File: config.mk
export PLATFORM = sky130hd
export DESIGN_NAME = dcrpa_qcell
export DESIGN_NICKNAME = d
export VERILOG_FILES = /design/src/design/dcrpa_pkg.sv /design/src/design/dcrpa_qcell.sv
export SDC_FILE = /design/constraint.sdc
export NUM_CORES = 1
export LEC_CHECK = 0
export ABC_AREA = 1
export BUFFER_PORTS_ARGS = -buffer_cell sky130_fd_sc_hd__clkbuf_2
export CORE_AREA = 2 2 98 100
export CTS_CLUSTER_SIZE = 24
export DETAILED_ROUTE_END_ITERATION = 6
export DIE_AREA = 0 0 100 102
export PLACE_DENSITY = 0.84
export RECOVER_POWER = 25
export SYNTH_ARGS = -nofsm -noshare
export SYNTH_HDL_FRONTEND = slang
export SYNTH_SLANG_ARGS = --single-unit
File: constraint.sdc
create_clock -name clk -period 9.45 [get_ports clk]
set_input_delay 0.4725 -clock clk [delete_from_list [all_inputs] [get_ports clk]]
set_output_delay 0.4725 -clock clk [all_outputs]
set_load 0.02 [all_outputs]
File: src/design/dcrpa_pkg.sv
// ----------------------------------------------------------------------------
// dcrpa_pkg
// Shared types and constants for the data-cache request port arbiter.
// ----------------------------------------------------------------------------
package dcrpa_pkg;

	localparam int QUEUE_DEPTH  = 64;
	localparam int QIDX_W       = $clog2(QUEUE_DEPTH);
	localparam int CNT_W        = $clog2(QUEUE_DEPTH + 1);
	localparam int LOCK_ENTRIES = 4;
	localparam int MAX_PORTS    = 8;
	localparam int MAX_RESULTS  = 8;
	localparam int RIDX_W       = $clog2(MAX_RESULTS);
	localparam int RCNT_W       = $clog2(MAX_RESULTS + 1);
	localparam int ADDR_W       = 48;
	localparam int TAG_W        = 8;

	// request functions
	localparam logic [1:0] FN_REQ   = 2'd0;
	localparam logic [1:0] FN_RETRY = 2'd1;
	localparam logic [1:0] FN_TICK  = 2'd2;
	localparam logic [1:0] FN_NONE  = 2'd3;

	// configuration register indexes
	localparam logic CFG_NUM_PORTS = 1'b0;
	localparam logic CFG_LINE_OFS  = 1'b1;

	typedef struct packed {
		logic [TAG_W-1:0]  tag;
		logic              core;
		logic              rmw;
		logic              wr;
		logic [ADDR_W-1:0] addr;
	} qent_t;

	// shift control broadcast along the queue chain
	typedef struct packed {
		logic              ins;
		logic              pop;
		logic [QIDX_W-1:0] pos;
	} qctl_t;

	typedef struct packed {
		logic lock;
		logic unlock;
	} lkop_t;

	typedef struct packed {
		logic hit;
		logic full;
	} lkstat_t;

	// clear the offset bits below the line size
	function automatic logic [ADDR_W-1:0] line_of(input logic [ADDR_W-1:0] addr,
			input logic [3:0] lob);
		return addr & ~((ADDR_W'(1) << lob) - ADDR_W'(1));
	endfunction

endpackage

File: src/design/dcrpa_qcell.sv
// ----------------------------------------------------------------------------
// dcrpa_qcell
// One slot of the pending queue; shifts toward the tail on insert and toward
// the head on a send.
// ----------------------------------------------------------------------------
module dcrpa_qcell (
	input  logic                       clk,
	input  logic [dcrpa_pkg::QIDX_W-1:0] idx,
	input  dcrpa_pkg::qctl_t           ctl,
	input  dcrpa_pkg::qent_t           new_ent,
	input  dcrpa_pkg::qent_t           prev_ent,
	input  dcrpa_pkg::qent_t           next_ent,
	output dcrpa_pkg::qent_t           ent
);

	dcrpa_pkg::qent_t ent_q;

	// load new entry, open a gap, or advance toward the head
	always_ff @(posedge clk) begin
		if (ctl.ins) begin
			if (idx == ctl.pos)
				ent_q <= new_ent;
			else if (idx > ctl.pos)
				ent_q <= prev_ent;
		end else if (ctl.pop) begin
			ent_q <= next_ent;
		end
	end

	assign ent = ent_q;

endmodule

==> impl_summary.md <==
GRT
The initial antenna violation count is 0. Entering global routing, the biggest net connects 63 pins. The total overflow left after global routing is 0. Global routing used 20.84% of the available tracks across all layers. The via count of the first global-routing pass is 3750.

The first global-routing pass estimated 16770 µm of wire.

Synth
The synthesized design contains 59 register bits. The Yosys warning count is 0. The average instance in the mapped netlist occupies 7.229 µm². The net count of the mapped netlist is 734. The part of the Yosys area used for sequential elements is 45.72%. The post-synthesis cell area is 3875 µm².

In this run, distinct cell masters in the synthesized netlist total 18. The cell count after synthesis came out at 536.

Placed design
Buffers placed on the I/O ports in this run total 250. Once placement completed, the tool counted placed cells totaling 870. The half-perimeter wire length of the detailed placement result is 8070 µm.

The global placement routability congestion is 0.8102.

STA
Setup violations remaining at the end of the flow were counted as 0. The maximum frequency from static timing analysis is 0.3301 GHz. For the final routed database, the setup TNS stands at 0 ns. The tightest slew margin relative to the limit is 23.99%. The final-report hold violation count is 0.

Of the available clock period, the critical path in the final layout requires 32.06%. The total count of max-transition violations in the final report came to 0. For the pin with the worst max-slew slack, the measured transition is 1.136 ns. The final-layout worst hold slack is 0.4567 ns. The final critical-path required period is 3.029 ns. Setup repair after global routing left no endpoint under its margin.

Drt
The routed wirelength normalized by instance count is 12.33 µm. The per-cell via count in the routed design is 4.572. The wire length reported by the detailed router is 10920 µm.

The post-route DRC violation count is 0. Before antenna repair, the detailed router went through 4 iterations. The DRC violation total after the first TritonRoute iteration is 143. The count of antenna-violating nets left after detailed routing is 0. The detailed router placed 4051 vias in this run.

Clock network
Gates resized during post-CTS repair numbered 0. After clock tree synthesis, the setup repair step added 0 buffers. The root buffer cell is clkbuf_8. After clock tree synthesis, the clock-pin slew on the worst setup and hold paths is 0.07 ns. TritonCTS built the clock tree. Buffers inserted to repair hold after CTS numbered 0. The number of H-tree branching levels is 3. The number of clock sinks is 59. The number of buffers created by CTS is 9. The maximum clock path buffer count is 2.

Pwr
Dividing total power by cell area gives a power density of 145.5 nW/µm². The analysis attributes to cell leakage a power of 0.003131 µW. The maximum ir drop on the vdd rail is 54.08 µV. Total power for the finished layout comes to 771.2 µW.

Worst hold path
The startpoint identified for the worst hold timing path is next_ent[55]. The kind of path behind the tightest hold check is primary input to register. The worst hold path passes through 3 cells.

Final layout
The proportion of layout cells with a drive suffix above 1 is 29.42%. The area taken by multi-input logic gates is 1271 µm². The area taken by flip-flops and latches is 1772 µm². The count of cells in the finished layout, fillers not included, comes to 886.

The repair_antennas step left the layout with diodes totalling 0. The net count of the finished layout is 968. The number of inserted filler cells in the final layout is 868.

The layout overhead on the synthesized area is 36.78%. The register with the most flip-flops in the layout has 59 of them.

Job
The count of max-cap constraint violations is 0.

Status
The run finished with clean final reports.

Worst setup path
Of all nets on the critical path, the largest fanout is 61. The worst setup path endpoint is ent[8]$_DFFE_PP_. The critical path launch point type is a primary input. The critical path class is primary input to register. STA classifies the critical path endpoint as a register. Tracing the worst setup path back leads to its startpoint at ctl[1]. STA puts the critical path data required time at 9.42 ns. The data arrival time of the critical path is 3.00 ns.

Die
The core region is 9109 µm². Pin placement for this block handled 251 I/O pins. The floorplan step set the die width to 100 µm. The floorplan step defined a die boundary enclosing 10200 µm². In this run the core area contains 35 standard-cell rows. From bottom edge to top edge, the die measures 102 µm. The initial utilization of the core area, before any placement, comes to 42.54%.
[cell usage in the layout, fill, tap and decap left out, drive strengths merged]
master / Yosys / routed
clkinv: 0 / 4
bufinv: 0 / 1
nor2: 2 / 2
buf: 15 / 5
ha: 6 / 6
a21oi: 3 / 3
clkinvlp: 0 / 1
edfxtp: 59 / 59
nand2: 69 / 69
nand3: 118 / 118
inv: 188 / 188
nand3b: 1 / 1
clkbuf: 16 / 259
o21ai: 59 / 59
[stage by stage]
| step | setup WS (ns) | instance area, µm² | util, % |
|---|---|---|---|
| 2_1_floorplan | 4.754 | 3875 | - |
| 3_3_place_gp | 6.069 | 5171 | 56.77 |
| 3_5_place_dp | 6.044 | 5171 | 56.77 |
| 4_1_cts | 6.396 | 5355 | 58.79 |
| 5_1_grt | 6.191 | 5300 | 58.19 |
| 6_report | 6.421 | 5300 | 58.19 |
[area by class of cell]
class                      count  share of cell area, %
clock buffer                  10                  2.408
clock inverter                 6                  1.062
inverter                     188                  13.31
multi-input combinational    258                  23.98
sequential                    59                  33.43
tap                          111                  2.620
timing repair buffer         254                  23.18
[critical path, stage by stage]
cell and delay [ns]:
clkbuf_2 0.07, inv_1 0.03, ha_1 0.28, nand2_1 0.07
inv_2 0.04, buf_4 0.53, a21oi_1 0.24, a21oi_4 0.70
buf_4 0.53
[synth_stat cells]
cell        n  area (µm²)
o21ai_1     6       30.03
a21oi_1     3       15.01
buf_6       1       11.26
o21ai_0    53       265.3
nand3b_1    1       7.510
edfxtp_1   59        1772
buf_1       5       18.77
nor2_1      1       3.750
nand2_1    68       255.2
nand3_1   118       590.6
clkbuf_1   16       60.06
buf_2       8       40.04
inv_2       1       3.750
ha_1        6       75.07
nor2_4      1       11.26
buf_4       1       7.510
nand2_2     1       6.260
inv_1     187       701.9
[kinds of logic after synthesis]
kind of cell             synth area share, %
adder cells (fa/ha/maj)                1.937
AND/OR/NAND/NOR                        22.57
flip-flops                             45.72
buffers and inverters                  21.76
AO/OA/AOI/OAI                          8.008
[power by group]
| part | switching, µW | internal (µW) |
|---|---|---|
| combinational | 136 | 68.3 |
| sequential | 11.6 | 337 |
| clock | 98.8 | 120 |
| total | 246 | 525 |
[worst min path at each step]
stage          slack (ns)           endpoint
3_3_place_gp         0.79  ent[56]$_DFFE_PP_
3_5_place_dp         0.79  ent[55]$_DFFE_PP_
6_report             0.46  ent[55]$_DFFE_PP_
4_1_cts              0.43  ent[55]$_DFFE_PP_
2_1_floorplan        0.70  ent[48]$_DFFE_PP_
5_1_grt              0.46  ent[56]$_DFFE_PP_
[routing by layer]
metal	vias to the layer above	share of wire, %	GRT usage (%)
li1	2107	-	-
met1	1725	41	24.65
met2	195	49	37.32
met3	24	8.0	4.309
met4	0	2.2	8.219
met5	-	0	0
Power figures use the tool's default switching activity.
