`config.mk`:
```
export PLATFORM = sky130hd
export DESIGN_NAME = dcrpa_lock
export DESIGN_NICKNAME = d
export VERILOG_FILES = /design/src/design/dcrpa_pkg.sv /design/src/design/dcrpa_lock.sv
export SDC_FILE = /design/constraint.sdc
export NUM_CORES = 1
export LEC_CHECK = 0
export BUFFER_PORTS_ARGS = -buffer_cell sky130_fd_sc_hd__buf_4
export CAP_MARGIN = 20
export CORE_MARGIN = 2
export CORE_UTILIZATION = 41
export DETAILED_ROUTE_END_ITERATION = 16
export GPL_TIMING_DRIVEN = 0
export SLEW_MARGIN = 15
export SYNTH_ARGS = -nofsm -noshare
export SYNTH_HDL_FRONTEND = slang
export SYNTH_SLANG_ARGS = --single-unit
```
`constraint.sdc`:
```
create_clock -name clk -period 9.5 [get_ports clk]
set_input_delay 1.9 -clock clk [delete_from_list [all_inputs] [get_ports clk]]
set_output_delay 1.9 -clock clk [all_outputs]
set_load 0.02 [all_outputs]
```
`src/design/dcrpa_pkg.sv`:
```
// ----------------------------------------------------------------------------
// dcrpa_pkg
// Shared types and constants for the data-cache request port arbiter.
// ----------------------------------------------------------------------------
package dcrpa_pkg;

	localparam int QUEUE_DEPTH  = 64;
	localparam int QIDX_W       = $clog2(QUEUE_DEPTH);
	localparam int CNT_W        = $clog2(QUEUE_DEPTH + 1);
	localparam int LOCK_ENTRIES = 4;
	localparam int MAX_PORTS    = 8;
	localparam int MAX_RESULTS  = 8;
	localparam int RIDX_W       = $clog2(MAX_RESULTS);
	localparam int RCNT_W       = $clog2(MAX_RESULTS + 1);
	localparam int ADDR_W       = 48;
	localparam int TAG_W        = 8;

	// request functions
	localparam logic [1:0] FN_REQ   = 2'd0;
	localparam logic [1:0] FN_RETRY = 2'd1;
	localparam logic [1:0] FN_TICK  = 2'd2;
	localparam logic [1:0] FN_NONE  = 2'd3;

	// configuration register indexes
	localparam logic CFG_NUM_PORTS = 1'b0;
	localparam logic CFG_LINE_OFS  = 1'b1;

	typedef struct packed {
		logic [TAG_W-1:0]  tag;
		logic              core;
		logic              rmw;
		logic              wr;
		logic [ADDR_W-1:0] addr;
	} qent_t;

	// shift control broadcast along the queue chain
	typedef struct packed {
		logic              ins;
		logic              pop;
		logic [QIDX_W-1:0] pos;
	} qctl_t;

	typedef struct packed {
		logic lock;
		logic unlock;
	} lkop_t;

	typedef struct packed {
		logic hit;
		logic full;
	} lkstat_t;

	// clear the offset bits below the line size
	function automatic logic [ADDR_W-1:0] line_of(input logic [ADDR_W-1:0] addr,
			input logic [3:0] lob);
		return addr & ~((ADDR_W'(1) << lob) - ADDR_W'(1));
	endfunction

endpackage

```
`src/design/dcrpa_lock.sv`:
```
// ----------------------------------------------------------------------------
// dcrpa_lock
// RMW line lock table: lookup of one line, lock into the first free entry,
// unlock of the matching entry.
// ----------------------------------------------------------------------------
module dcrpa_lock (
	input  logic                         clk,
	input  logic                         arst_n,
	input  logic [3:0]                   lob,
	input  logic [dcrpa_pkg::ADDR_W-1:0] qaddr,
	input  dcrpa_pkg::lkop_t             op,
	output dcrpa_pkg::lkstat_t           stat
);

	logic [dcrpa_pkg::LOCK_ENTRIES-1:0] vld_q;
	logic [dcrpa_pkg::ADDR_W-1:0]       line_q [dcrpa_pkg::LOCK_ENTRIES];
	logic [dcrpa_pkg::ADDR_W-1:0]       qline;
	logic [dcrpa_pkg::LOCK_ENTRIES-1:0] hit_v;
	logic [dcrpa_pkg::LOCK_ENTRIES-1:0] free_v;

	assign qline = dcrpa_pkg::line_of(qaddr, lob);

	// match and first-free search
	always_comb begin
		logic found;
		found = 1'b0;
		for (int i = 0; i < dcrpa_pkg::LOCK_ENTRIES; i++) begin
			hit_v[i]  = vld_q[i] && (line_q[i] == qline);
			free_v[i] = !vld_q[i] && !found;
			if (!vld_q[i])
				found = 1'b1;
		end
	end

	assign stat.hit  = |hit_v;
	assign stat.full = ~|free_v;

	always_ff @(posedge clk or negedge arst_n) begin
		if (!arst_n) begin
			vld_q <= '0;
		end else if (op.lock && !stat.hit) begin
			vld_q <= vld_q | free_v;
		end else if (op.unlock) begin
			vld_q <= vld_q & ~hit_v;
		end
	end

	always_ff @(posedge clk) begin
		for (int i = 0; i < dcrpa_pkg::LOCK_ENTRIES; i++)
			if (op.lock && !stat.hit && free_v[i])
				line_q[i] <= qline;
	end

endmodule

```
==> summary.md <==
| Metric | Value |
|---|---|
| Post-Synthesis Net Count | `954` |
| Post-layout util | `0.477` |
| Vias per cell | `between 5 and 6` |
| Drt drc | `0` |
| Synth unique cells | `between 80 and 90` |
| Commonest cells after routing, fill and taps aside | `edfxtp_1, xnor2_1, xor2_1, nor2_1, clkbuf_1` |
| Most used DFF post-synth | `edfxtp_1` |
| Final Wtd Congestion | `0.941` |
| Worst setup SP type | `input pin` |
| Fin crit share | `0.868` |
| Post-synthesis area per instance | `approximately 12 µm²` |
| Hold Slack | `between 0.6 and 0.7 ns` |
| CP max stage delay | `~0.72 ns` |
| CTS Buffer Depth | `2` |
| CTS tree | `built` |
| Root buf cell | `clkbuf_16` |
| Worst setup EP type | `output pin` |
| Worst Path Arrival | `~6.4 ns` |
| Most frequent cell on the critical path | `buf_2` |
| Seq. cell area | `about 5900 µm²` |
| Skew-Pair Late Insertion Delay | `between 0.4 and 0.5 ns` |
| Cells after Synth | `~900` |
| Inserted Diodes | `0` |
| Post-synth top area share | `0.551` |
| DR vias | `about 7,600` |
| Mapped cell area | `about 10,000 µm²` |
| Setup WS pre-CTS | `1.32 ns` |
| Final setup vio count | `0` |
| Setup repair bufs after CTS | `0` |
| Initial Util | `0.417` |
| Final hold vios | `0` |
| Hpwl dp | `roughly 24 mm` |
| Crit-path slowest cell | `o32ai_1` |
| DP Area | `around 11,000 µm²` |
| Fmax | `121 MHz` |
| RSZ-0062 raised after global routing | `no` |
| Async set-reset flop share out of synthesis | `0.0204` |
| Area grow syn2layout | `14.5%` |
| Largest net degree at the start of global routing | `21` |
| WL per Instance | `about 23 µm` |
| Sequential area share after synthesis | `0.560` |
| Final worst setup slack | `around 1.3 ns` |
| Final #Nets | `between 1,000 and 1,500` |
| Slew @ Worst Pin | `roughly 0.92 ns` |
| Min cycle time layout | `~8 ns` |
| Critical Path, Cell by Cell | `buf_4 -> buf_2 -> buf_2 -> nor3_1 -> nand2_1 -> ha_1 -> buf_2 -> nor4b_4 -> buf_2 -> buf_4 -> nor2_1 -> o32ai_1 -> o2111ai_1 -> nor4_1 -> a32oi_1 -> nand2_1 -> buf_4` |
| Critical path's top delay family | `buffers and inverters` |
| Chip height | `164 µm` |
| Initial antenna violation count | `0` |
| Num rows | `between 50 and 60` |
| GRT Util Overall | `0.233` |
| Routed wire length | `just over 30 mm` |
| Yosys reg bits | `~200` |
| Global-route wire length before repair | `roughly 45 mm` |
| WS Path Type | `in -> out` |
| Synth Warn # | `0` |
| Worst Skew | `around 0.011 ns` |
| Fill cell count | `2,318` |
| Clock-pin slew on the worst setup and hold paths | `about 0.070 ns` |
| Most common cell after layout, fill and taps aside | `edfxtp_1` |
| Area occupied by multi-input gates | `between 4000 and 5000 µm²` |
| Clock Sinks | `slightly below 200` |
| CP bufs+invs | `7` |
| Worst VDD drop | `120 µV` |
| Slew Viols, Final | `0` |
| ANT nets after route | `0` |
| H-tree depth | `4` |
| DR pass1 iterations | `6` |
| Fin area | `between 10,000 and 15,000 µm²` |
| Status | `complete, no violations` |
| Share of cells above drive strength 1 | `0.121` |
| Iter 0 DRT Violations | `approximately 740` |
| Post-CTS Resized | `0` |
| Die area | `between 20,000 and 30,000 µm²` |
| I/O pin count | `slightly below 60` |
| Area of the core | `~25,000 µm²` |
| I/O Buffers | `31` |
| Rel. slew slack | `0.368` |
| Area contributors post-synth | `edfxtp_1, xnor2_1, xor2_1` |
| MaxCap Viol Count | `0` |
| TritonCTS Buffers | `17` |
| CP Max Fanout | `10` |
| Required @ worst endpoint | `between 7 and 8 ns` |
| Via count of the first global-routing pass | `between 7,000 and 8,000` |
| Pwr dens | `156 nW/µm²` |
| Post-CTS Hold Buffers | `0` |
| Leakage | `between 3 and 4 nW` |
| Die W | `about 160 µm` |
| Worst Hold Class | `reg -> reg` |
| Grt ovf | `0` |
| Post-synth EDFFs | `192` |
| Largest area contributor in the netlist | `edfxtp_1` |
| Final setup TNS | `0 ns` |
final timing paths:
kind / from / endpoint / slack, ns / cells past startpoint
min in group asynchronous: arst_n / vld_q[1] / 1.23 / 1
max: lob[3] / stat[1] / 1.25 / 17
max in group asynchronous: arst_n / vld_q[3] / 8.17 / 1
min: vld_q[3] / vld_q[3] / 0.65 / 2
max reg2reg: line_q[0][45] / line_q[0][3] / 5.82 / 11
min reg2reg: vld_q[3] / vld_q[3] / 0.65 / 2
flip-flops by register name, summed over array words and instances, names as in the netlist:
name	flops
line_q	192
vld_q	4
final cells by class:
type / count / area share
Clock inverter: 15 / 0.0153
Sequential cell: 196 / 0.489
Multi-Input combinational cell: 599 / 0.352
Inverter: 36 / 0.0113
Timing Repair Buffer: 56 / 0.0388
Tap cell: 330 / 0.0344
Buffer: 65 / 0.0235
Clock buffer: 17 / 0.0355
through the flow:
step	std cells	total power [W]
4_1_cts	1313	0.00188
3_5_place_dp	1281	0.00115
2_1_floorplan	896	0.00108
5_1_grt	1314	0.00193
6_report	1314	0.00187
3_3_place_gp	1257	0.00114
cell families (layout without fill, tap and decap cells):
group	after synthesis	count (layout)	synth area share
simple gates	314	314	0.182
fa+ha+maj	2	2	0.00239
flops	196	196	0.560
compound gates	150	150	0.104
mux	2	2	0.00203
xor+xnor	131	131	0.110
buf+inv	101	189	0.0398
worst reg2reg max path, stage by stage (launching register included):
cell and delay [ns]:
edfxtp_1 0.39, xnor2_1 0.31, nand4_1 0.14, nor4_1 0.45
o21ai_0 0.14, a2111oi_0 0.75, nand4_1 0.29, nand4_4 0.25
nor3b_2 0.14, buf_4 0.21, buf_4 0.21, buf_6 0.17
synth_stat cells, drive strengths merged, types with 8 or more instances:
| cell | instances |
|---|---|
| edfxtp | 192 |
| xnor2 | 72 |
| xor2 | 59 |
| nor2 | 56 |
| clkbuf | 50 |
| nand2 | 49 |
| inv | 36 |
| nand4 | 32 |
| a31oi | 24 |
| nor4bb | 24 |
| a21oi | 23 |
| nor4 | 22 |
| o32ai | 21 |
| nor3 | 17 |
| o21ai | 17 |
| and3 | 16 |
| buf | 15 |
| nand3 | 14 |
| nand2b | 13 |
| nor3b | 9 |
| nor4b | 9 |
| a21boi | 8 |
| and2 | 8 |
routing by layer:
metal	vias to the layer above	global-route usage	part of all wire	wire [µm]
li1	3557	-	-	-
met1	3744	0.300	0.43	13000
met2	255	0.403	0.50	15000
met3	34	0.0364	0.052	1580
met4	0	0.0734	0.023	682
met5	-	0	0	0
where the power goes:
| part | total, W | switching (W) | internal, W |
|---|---|---|---|
| logic | 0.000179 | 0.000117 | 0.0000619 |
| registers | 0.000949 | 0.00000000000139 | 0.000949 |
| clock network | 0.000743 | 0.000364 | 0.000379 |
| total | 0.00187 | 0.000482 | 0.00139 |
Power figures use the tool's default switching activity.
